### config.mk
export PLATFORM = sky130hd
export DESIGN_NAME = utf16_emoji_markup_escaper_top
export DESIGN_NICKNAME = d
export VERILOG_FILES = /design/src/rtl/core/ueme_pkg.sv /design/src/rtl/core/ueme_decode.sv /design/src/rtl/core/ueme_emit.sv /design/src/rtl/core/utf16_emoji_markup_escaper_top.sv
export SDC_FILE = /design/constraint.sdc
export NUM_CORES = 1
export LEC_CHECK = 0
export ABC_AREA = 1
export BUFFER_PORTS_ARGS = -buffer_cell sky130_fd_sc_hd__buf_2
export CAP_MARGIN = 15
export CORE_MARGIN = 2
export CORE_UTILIZATION = 40
export CTS_BUF_LIST = sky130_fd_sc_hd__clkbuf_2
export CTS_CLUSTER_SIZE = 25
export DETAILED_ROUTE_END_ITERATION = 16
export PLACE_DENSITY = 0.57
export SYNTH_ARGS = -nofsm -noshare
export SYNTH_HDL_FRONTEND = slang
export SYNTH_HIERARCHICAL = 1
export SYNTH_SLANG_ARGS = --single-unit
export TNS_END_PERCENT = 10
### constraint.sdc
create_clock -name i_clk -period 17.5 [get_ports i_clk]
set_clock_uncertainty 0.1 [all_clocks]
set_input_delay 1.75 -clock i_clk [delete_from_list [all_inputs] [get_ports i_clk]]
set_output_delay 1.75 -clock i_clk [all_outputs]
set_load 0.02 [all_outputs]
### src/rtl/core/ueme_pkg.sv
// ============================================================================
// ueme_pkg
// Shared types, constants and character tables for the UTF-16 emoji markup
// escaper: code point classes, the work plan of one transfer, and helpers.
// ============================================================================
`default_nettype none

package ueme_pkg;

    // surrogate ranges
    localparam logic [15:0] HIGH_SURR_FIRST = 16'hD800;
    localparam logic [15:0] HIGH_SURR_LAST  = 16'hDBFF;
    localparam logic [15:0] LOW_SURR_FIRST  = 16'hDC00;
    localparam logic [15:0] LOW_SURR_LAST   = 16'hDFFF;

    // dropped code points
    localparam logic [20:0] CP_ZWJ       = 21'h0200D;
    localparam logic [20:0] CP_VS15      = 21'h0FE0E;
    localparam logic [20:0] CP_VS16      = 21'h0FE0F;
    localparam logic [20:0] CP_TONE_LO   = 21'h1F3FB;
    localparam logic [20:0] CP_TONE_HI   = 21'h1F3FF;

    // escaped characters
    localparam logic [20:0] CP_LT        = 21'h0003C;
    localparam logic [20:0] CP_GT        = 21'h0003E;
    localparam logic [20:0] CP_AMP       = 21'h00026;

    // length of the fixed tag text before the hex digits
    localparam logic [4:0] TAG_PREFIX_LEN = 5'd11;

    // what the body of one transfer emits
    typedef enum logic [2:0] {
        K_NONE,
        K_UNIT,
        K_PAIR,
        K_TAG,
        K_LT,
        K_GT,
        K_AMP
    } t_kind;

    // work plan of one input transfer
    typedef struct packed {
        logic        has_flush;
        logic [15:0] flush_unit;
        t_kind       kind;
        logic [15:0] u0;
        logic [15:0] u1;
        logic [19:0] cp;
    } t_plan;

    // emitter status seen by the top level
    typedef struct packed {
        logic busy;
        logic ready;
    } t_emit_status;

    function automatic logic in_emoji(logic [20:0] cp);
        return (cp >= 21'h1F300 && cp <= 21'h1FAFF) ||
               (cp >= 21'h1F000 && cp <= 21'h1F2FF) ||
               (cp >= 21'h02600 && cp <= 21'h027BF) ||
               (cp >= 21'h02B00 && cp <= 21'h02BFF) ||
               (cp >= 21'h02190 && cp <= 21'h021FF) ||
               (cp >= 21'h02300 && cp <= 21'h023FF);
    endfunction

    function automatic t_kind classify(logic [20:0] cp, logic pair);
        t_kind k;
        if (cp == CP_ZWJ || cp == CP_VS15 || cp == CP_VS16 ||
            (cp >= CP_TONE_LO && cp <= CP_TONE_HI)) begin
            k = K_NONE;
        end else if (in_emoji(cp)) begin
            k = K_TAG;
        end else if (cp == CP_LT) begin
            k = K_LT;
        end else if (cp == CP_GT) begin
            k = K_GT;
        end else if (cp == CP_AMP) begin
            k = K_AMP;
        end else if (pair) begin
            k = K_PAIR;
        end else begin
            k = K_UNIT;
        end
        return k;
    endfunction

    // number of body units; five selects a five-digit hex value
    function automatic logic [4:0] body_len(t_kind kind, logic five);
        logic [4:0] n;
        case (kind)
            K_UNIT:  n = 5'd1;
            K_PAIR:  n = 5'd2;
            K_TAG:   n = five ? 5'd19 : 5'd18;
            K_LT:    n = 5'd4;
            K_GT:    n = 5'd4;
            K_AMP:   n = 5'd5;
            default: n = 5'd0;
        endcase
        return n;
    endfunction

    function automatic logic [7:0] hex_char(logic [3:0] nib);
        return (nib < 4'd10) ? (8'h30 + {4'd0, nib}) : (8'h57 + {4'd0, nib});
    endfunction

    // one unit of the image tag at position pos
    function automatic logic [15:0] tag_unit(logic [19:0] cp, logic five, logic [4:0] pos);
        logic [4:0] ndig;
        logic [4:0] hpos;
        logic [4:0] tpos;
        logic [2:0] nib_idx;
        logic [3:0] nib;
        logic [7:0] ch;
        ndig    = five ? 5'd5 : 5'd4;
        hpos    = pos - TAG_PREFIX_LEN;
        tpos    = hpos - ndig;
        nib_idx = 3'(ndig - 5'd1 - hpos);
        nib     = 4'(cp >> {nib_idx, 2'b00});
        if (pos < TAG_PREFIX_LEN) begin
            case (pos[3:0])
                4'd0:    ch = 8'h3C;  // <
                4'd1:    ch = 8'h69;  // i
                4'd2:    ch = 8'h6D;  // m
                4'd3:    ch = 8'h67;  // g
                4'd4:    ch = 8'h20;  // space
                4'd5:    ch = 8'h69;  // i
                4'd6:    ch = 8'h64;  // d
                4'd7:    ch = 8'h3D;  // =
                4'd8:    ch = 8'h22;  // quote
                4'd9:    ch = 8'h65;  // e
                default: ch = 8'h5F;  // _
            endcase
        end else if (hpos < ndig) begin
            ch = hex_char(nib);
        end else begin
            case (tpos[1:0])
                2'd0:    ch = 8'h22;  // quote
                2'd1:    ch = 8'h2F;  // /
                default: ch = 8'h3E;  // >
            endcase
        end
        return {8'd0, ch};
    endfunction

    // one unit of the body at position pos
    function automatic logic [15:0] body_unit(t_kind kind, logic [15:0] u0, logic [15:0] u1,
                                              logic [19:0] cp, logic [4:0] pos);
        logic [7:0]  ch;
        logic [15:0] u;
        ch = 8'h00;
        case (kind)
            K_LT: begin
                case (pos[1:0])
                    2'd0:    ch = 8'h26;
                    2'd1:    ch = 8'h6C;
                    2'd2:    ch = 8'h74;
                    default: ch = 8'h3B;
                endcase
            end
            K_GT: begin
                case (pos[1:0])
                    2'd0:    ch = 8'h26;
                    2'd1:    ch = 8'h67;
                    2'd2:    ch = 8'h74;
                    default: ch = 8'h3B;
                endcase
            end
            K_AMP: begin
                case (pos[2:0])
                    3'd0:    ch = 8'h26;
                    3'd1:    ch = 8'h61;
                    3'd2:    ch = 8'h6D;
                    3'd3:    ch = 8'h70;
                    default: ch = 8'h3B;
                endcase
            end
            default: ch = 8'h00;
        endcase
        case (kind)
            K_UNIT:  u = u0;
            K_PAIR:  u = (pos == 5'd0) ? u0 : u1;
            K_TAG:   u = tag_unit(cp, cp[16], pos);
            default: u = {8'd0, ch};
        endcase
        return u;
    endfunction

endpackage

`default_nettype wire

### src/rtl/core/ueme_decode.sv
// ============================================================================
// ueme_decode
// Surrogate pairing and code point classification; holds a pending high
// surrogate and builds the work plan for each input transfer.
// ============================================================================
`default_nettype none

module ueme_decode (
    input  wire logic            i_clk,
    input  wire logic            i_rst_n,
    input  wire logic            i_accept,
    input  wire logic [15:0]     i_unit,
    input  wire logic            i_eom,
    output ueme_pkg::t_plan      o_plan,
    output logic                 o_held_valid
);

    logic [15:0] r_held_high;
    logic        r_held_valid;
    logic [15:0] n_held_high;
    logic        n_held_valid;

    logic        is_high;
    logic        is_low;
    logic [20:0] pair_cp;

    // unit classes and joined code point
    assign is_high = (i_unit >= ueme_pkg::HIGH_SURR_FIRST) &&
                     (i_unit <= ueme_pkg::HIGH_SURR_LAST);
    assign is_low  = (i_unit >= ueme_pkg::LOW_SURR_FIRST) &&
                     (i_unit <= ueme_pkg::LOW_SURR_LAST);
    assign pair_cp = {1'b0, r_held_high[9:0], i_unit[9:0]} + 21'h10000;

    // plan and next held state
    always_comb begin
        o_plan            = '0;
        o_plan.kind       = ueme_pkg::K_NONE;
        o_plan.u0         = i_unit;
        o_plan.flush_unit = r_held_high;
        n_held_high       = r_held_high;
        n_held_valid      = r_held_valid;
        if (r_held_valid && is_low) begin
            o_plan.kind  = ueme_pkg::classify(pair_cp, 1'b1);
            o_plan.u0    = r_held_high;
            o_plan.u1    = i_unit;
            o_plan.cp    = pair_cp[19:0];
            n_held_high  = '0;
            n_held_valid = 1'b0;
        end else begin
            o_plan.has_flush = r_held_valid;
            n_held_high      = '0;
            n_held_valid     = 1'b0;
            if (is_high) begin
                if (i_eom) begin
                    o_plan.kind = ueme_pkg::K_UNIT;
                end else begin
                    n_held_high  = i_unit;
                    n_held_valid = 1'b1;
                end
            end else begin
                o_plan.kind = ueme_pkg::classify({5'd0, i_unit}, 1'b0);
                o_plan.cp   = {4'd0, i_unit};
            end
        end
    end

    // held surrogate register
    always_ff @(posedge i_clk) begin
        if (!i_rst_n) begin
            r_held_high  <= '0;
            r_held_valid <= 1'b0;
        end else if (i_accept) begin
            r_held_high  <= n_held_high;
            r_held_valid <= n_held_valid;
        end
    end

    assign o_held_valid = r_held_valid;

endmodule

`default_nettype wire

### src/rtl/core/ueme_emit.sv
// ============================================================================
// ueme_emit
// Plan register and output sequencer: walks the flushed unit and the body
// of one plan into the output register, one unit per cycle unless the output stalls.
// ============================================================================
`default_nettype none

module ueme_emit (
    input  wire logic             i_clk,
    input  wire logic             i_rst_n,
    input  wire logic             i_accept,
    input  ueme_pkg::t_plan       i_plan,
    input  wire logic             i_m_tready,
    output logic                  o_m_tvalid,
    output logic [15:0]           o_m_tdata,
    output logic                  o_m_tlast,
    output ueme_pkg::t_emit_status o_status
);

    logic             r_busy;
    logic             r_flush_pending;
    ueme_pkg::t_kind  r_kind;
    logic [15:0]      r_flush_unit;
    logic [15:0]      r_u0;
    logic [15:0]      r_u1;
    logic [19:0]      r_cp;
    logic [4:0]       r_pos;
    logic             r_out_valid;
    logic [15:0]      r_out_data;
    logic             r_out_last;

    logic             adv;
    logic             load;
    logic [4:0]       len;
    logic [15:0]      cur_unit;
    logic             cur_last;

    // current unit of the plan
    assign len = ueme_pkg::body_len(r_kind, r_cp[16]);
    always_comb begin
        if (r_flush_pending) begin
            cur_unit = r_flush_unit;
            cur_last = (r_kind == ueme_pkg::K_NONE);
        end else begin
            cur_unit = ueme_pkg::body_unit(r_kind, r_u0, r_u1, r_cp, r_pos);
            cur_last = (r_pos == len - 5'd1);
        end
    end

    assign adv  = r_busy && (!r_out_valid || i_m_tready);
    assign load = i_accept && (i_plan.has_flush || i_plan.kind != ueme_pkg::K_NONE);

    assign o_status.busy  = r_busy;
    assign o_status.ready = !r_busy || (adv && cur_last);

    // plan register and sequencer
    always_ff @(posedge i_clk) begin
        if (!i_rst_n) begin
            r_busy          <= 1'b0;
            r_flush_pending <= 1'b0;
            r_kind          <= ueme_pkg::K_NONE;
            r_pos           <= '0;
        end else begin
            if (adv) begin
                if (r_flush_pending) begin
                    r_flush_pending <= 1'b0;
                    if (cur_last) begin
                        r_busy <= 1'b0;
                    end
                end else if (cur_last) begin
                    r_busy <= 1'b0;
                end else begin
                    r_pos <= r_pos + 5'd1;
                end
            end
            if (load) begin
                r_busy          <= 1'b1;
                r_flush_pending <= i_plan.has_flush;
                r_kind          <= i_plan.kind;
                r_pos           <= '0;
            end
        end
    end

    // plan payload
    always_ff @(posedge i_clk) begin
        if (load) begin
            r_flush_unit <= i_plan.flush_unit;
            r_u0         <= i_plan.u0;
            r_u1         <= i_plan.u1;
            r_cp         <= i_plan.cp;
        end
    end

    // output register
    always_ff @(posedge i_clk) begin
        if (!i_rst_n) begin
            r_out_valid <= 1'b0;
        end else if (adv) begin
            r_out_valid <= 1'b1;
        end else if (i_m_tready) begin
            r_out_valid <= 1'b0;
        end
    end

    always_ff @(posedge i_clk) begin
        if (adv) begin
            r_out_data <= cur_unit;
            r_out_last <= cur_last;
        end
    end

    assign o_m_tvalid = r_out_valid;
    assign o_m_tdata  = r_out_data;
    assign o_m_tlast  = r_out_last;

endmodule

`default_nettype wire

### src/rtl/core/utf16_emoji_markup_escaper_top.sv
// ============================================================================
// utf16_emoji_markup_escaper_top
// UTF-16 message to rich text: surrogate pairing, emoji image tags,
// markup entity escapes, dropped joiners, selectors and skin tones.
// ============================================================================
//
// channel   dir   tdata              tlast            tuser
// s         in    [15:0] code_unit   end_of_message   -
// m         out   [15:0] out_unit    run_last         -
//
// Each input transfer yields 0 to 19 output units, one per cycle while the
// output is not stalled. A new input is taken in the cycle its predecessor's
// last unit is loaded into the output register.
// Reset (synchronous, active low) clears the held surrogate and the sequencer.
// A stalled output holds a busy sequencer and, with it, the input side.
`default_nettype none

module utf16_emoji_markup_escaper_top (
    input  wire logic        i_clk,
    input  wire logic        i_rst_n,
    input  wire logic        i_s_tvalid,
    output logic             o_s_tready,
    input  wire logic [15:0] i_s_tdata,   // [15:0] code_unit
    input  wire logic        i_s_tlast,
    output logic             o_m_tvalid,
    input  wire logic        i_m_tready,
    output logic [15:0]      o_m_tdata,   // [15:0] out_unit
    output logic             o_m_tlast
);

    logic                    s_accept;
    ueme_pkg::t_plan         plan;
    logic                    held_valid;
    ueme_pkg::t_emit_status  emit_status;

    assign o_s_tready = emit_status.ready;
    assign s_accept   = i_s_tvalid && o_s_tready;

    // surrogate pairing and classification
    ueme_decode u_decode (
        .i_clk        (i_clk),
        .i_rst_n      (i_rst_n),
        .i_accept     (s_accept),
        .i_unit       (i_s_tdata),
        .i_eom        (i_s_tlast),
        .o_plan       (plan),
        .o_held_valid (held_valid)
    );

    // output sequencing
    ueme_emit u_emit (
        .i_clk      (i_clk),
        .i_rst_n    (i_rst_n),
        .i_accept   (s_accept),
        .i_plan     (plan),
        .i_m_tready (i_m_tready),
        .o_m_tvalid (o_m_tvalid),
        .o_m_tdata  (o_m_tdata),
        .o_m_tlast  (o_m_tlast),
        .o_status   (emit_status)
    );

`ifndef SYNTHESIS
    // a message end never leaves a surrogate held
    a_eom_clears_held: assert property (@(posedge i_clk) disable iff (!i_rst_n)
        (s_accept && i_s_tlast) |=> !held_valid)
        else $error("held surrogate left after message end");

    // a high surrogate without message end is held
    a_high_is_held: assert property (@(posedge i_clk) disable iff (!i_rst_n)
        (s_accept && !i_s_tlast && i_s_tdata >= ueme_pkg::HIGH_SURR_FIRST &&
         i_s_tdata <= ueme_pkg::HIGH_SURR_LAST) |=> held_valid)
        else $error("high surrogate not held");

    // a busy sequencer behind a stalled output takes no input
    a_stall_blocks_input: assert property (@(posedge i_clk) disable iff (!i_rst_n)
        (emit_status.busy && o_m_tvalid && !i_m_tready) |-> !o_s_tready)
        else $error("input taken while output stalled");

    // idle sequencer always takes input
    a_idle_ready: assert property (@(posedge i_clk) disable iff (!i_rst_n)
        !emit_status.busy |-> o_s_tready)
        else $error("idle sequencer not ready");
`endif

endmodule

`default_nettype wire
==> qor.yml <==
flow_run:
  drv_cap: 0
pwr:
  peakVddDrop_v: 0.0000481
  p_comb_frac: 0.147
  p_sw_mw: 0.194
  seq_power_share: 0.525
  p_int_mw: 0.434
  swShare: 0.309
  pwr-share-clk: 0.328
  power_density_nw_per_um2: 79.7
  leakage_nw: 3.52
grt:
  met1_usage: 0.293
  antenna_found_initial: 2
  grt_pass1_vias: 5694
  gr-usage-met3: 0.0373
  grt_pass1_wl_mm: 30.8
  grt_max_degree: 73
  globalRoute.totalOverflow: 0
  grt-busiest-layer: "met2"
  grt_util_met2: 0.311
  grt.total_usage: 0.204
timing:
  rsz0062_at_grt: "false"
  finalHoldViolCount: 0
  slew_violations: 0
  setup_tns_ns: 0
  tightest_slew_ns: 1.01
  fmax_mhz: 191
  fin_crit_sh: 0.300
  setup_viol: 0
  worst_hold_slack_ns: 0.373
  maxSlewHeadroom: 0.324
  fin_crit_ns: 5.24
cts:
  clkSlewWorstSetupHoldPaths_ns: 0.21
  cts_tree: "done"
  clkSinkCount: 120
  root_buffer: "clkbuf_2"
  ctsHoldBuffers: 0
  cts_setup_buffers: 0
  cts_made_buffers: 17
  h-tree-depth: 4
  cts_resized: 0
  insertion_delay_ns: 0.71
  ctsLongestPathBuffers: 2
worst_setup_path:
  path_max_fanout: 8
  cp.required_ns: 15.65
  startpoint_type: "flip-flop"
  worstSetupPathType: "flip-flop to output port"
  arrival_ns: 3.39
  end_kind: "output port"
route:
  drt-pass1-iter-count: 5
  drt_iter0_markers: 513
  drc: 0
  routed_wl_mm: 19.4
  ant_nets: 0
  vias: 6264
  vias_per_cell: 5.23
  avgRoutedWirePerCell_um: 16.2
logic_synthesis:
  syn-mean-instance-area_um2: 7.86
  syn_nets: 966
  ys_warn_count: 6
  synth_area_um2: 7270
  syn_inst: 925
die:
  start_util: 0.406
  io_pins: 40
  die_h_um: 139
  core_um2: 17900
  die_x_um: 139
  rows: 49
  fp.dieArea_um2: 19300
finish:
  finalNonFillerCells: 1197
  drive_gt1_frac: 0.146
  fillers: 1838
  areaGrowthSynthToFinish_pct: 8.36
  layout.nets: 995
placed_design:
  placedCellCount: 1164
  numPortBuffers: 39
  dp_hpwl_mm: 14.0
  gp_congestion: 0.971
outcome:
  status: "completed"
min_path:
  hp-class: "flip-flop to flip-flop"
[metal layers]
layer / vias to the layer above / wire, um
met5: - / 9
met4: 2 / 374
met3: 23 / 998
met2: 193 / 8790
met1: 2941 / 9220
li1: 3105 / -
[layout make-up]
type	instances	area (um^2)	share of cell area
multi-input combinational	642	3340	0.424
clock inverter	14	190	0.0241
clock buffer	18	90.1	0.0114
timing repair buffer	41	210	0.0267
inverter	132	503	0.0638
sequential	120	3250	0.413
tap	229	287	0.0364
antenna	1	2.50	0.000318
[layout by cell type, fill, tap and decap left out, types with 3 or more instances in the layout]
| cell | n |
|---|---|
| nand2_1 | 236 |
| inv_1 | 121 |
| edfxtp_1 | 85 |
| nor2_1 | 84 |
| nand3_1 | 79 |
| o21ai_0 | 58 |
| buf_2 | 39 |
| dfxtp_1 | 35 |
| a21oi_1 | 25 |
| ha_1 | 20 |
| clkbuf_2 | 18 |
| nand4_1 | 15 |
| nand2_2 | 13 |
| nor3_1 | 12 |
| nor2_2 | 11 |
| a22oi_1 | 11 |
| nand3b_1 | 10 |
| or2_2 | 7 |
| inv_2 | 6 |
| nor2_4 | 6 |
| clkinv_4 | 5 |
| nor4_1 | 5 |
| o21ai_1 | 5 |
| inv_6 | 4 |
| o22ai_1 | 4 |
| o21ai_2 | 4 |
| xor2_1 | 4 |
| nand2_4 | 4 |
| bufinv_16 | 3 |
| nor3_2 | 3 |
| nand3_2 | 3 |
| clkinv_1 | 3 |
| nand3_4 | 3 |
[sequential cells by signal, indices dropped and copies added, names as in the netlist, named ones only]
signal                  flops
u_emit/r_flush_unit        16
u_decode/o_held_valid       1
u_emit/r_flush_pending      1
u_emit/r_cp                20
u_emit/r_kind               3
u_emit/r_u0                16
u_emit/o_m_tdata           16
u_emit/r_pos                5
u_emit/r_busy               1
u_emit/r_u1                16
u_emit/o_m_tvalid           1
u_decode/r_held_high       16
u_emit/o_m_tlast            1
[power groups by stage]
stage          registers, mW  clock network, mW  logic (mW)
3_3_place_gp           0.336                  0      0.0916
2_1_floorplan          0.338                  0      0.0642
4_1_cts                0.330              0.214      0.0925
6_report               0.329              0.206      0.0925
3_5_place_dp           0.336                  0      0.0921
5_1_grt                0.331              0.226       0.104
[metrics by stage]
stage	utilization	total power, mW	instance area, um^2	setup WS (ns)
final	0.440	0.628	7880	12.26
after global routing	0.440	0.661	7880	11.87
after CTS	0.440	0.636	7880	12.16
after detailed placement	0.424	0.428	7600	11.87
after global placement	0.424	0.427	7600	11.95
after floorplan	-	0.402	7270	9.40
[final timing paths]
path,start,end,slack [ns],cells after the start
setup reg to reg,u_emit/r_kind[0],u_decode/r_held_high[11],12.82,21
hold / removal,u_decode/r_held_high[13],u_emit/r_flush_unit[13],0.37,0
hold reg to reg,u_decode/r_held_high[13],u_emit/r_flush_unit[13],0.37,0
setup / recovery,u_emit/r_kind[0],o_s_tready,12.26,16
[critical path: stages, from the launching register on]
cell	delay, ns
dfxtp_1	0.71
inv_4	0.14
nand3_4	0.12
nand2_1	0.11
inv_1	0.07
ha_1	0.21
inv_1	0.10
nand3_1	0.10
nand3_1	0.08
nand2_1	0.06
nand2_1	0.06
nor2_2	0.13
nand2_4	0.11
nand2_1	0.07
nand2_1	0.09
o21ai_0	0.30
buf_2	0.23
Note: power is estimated with default switching activity, not from simulation.
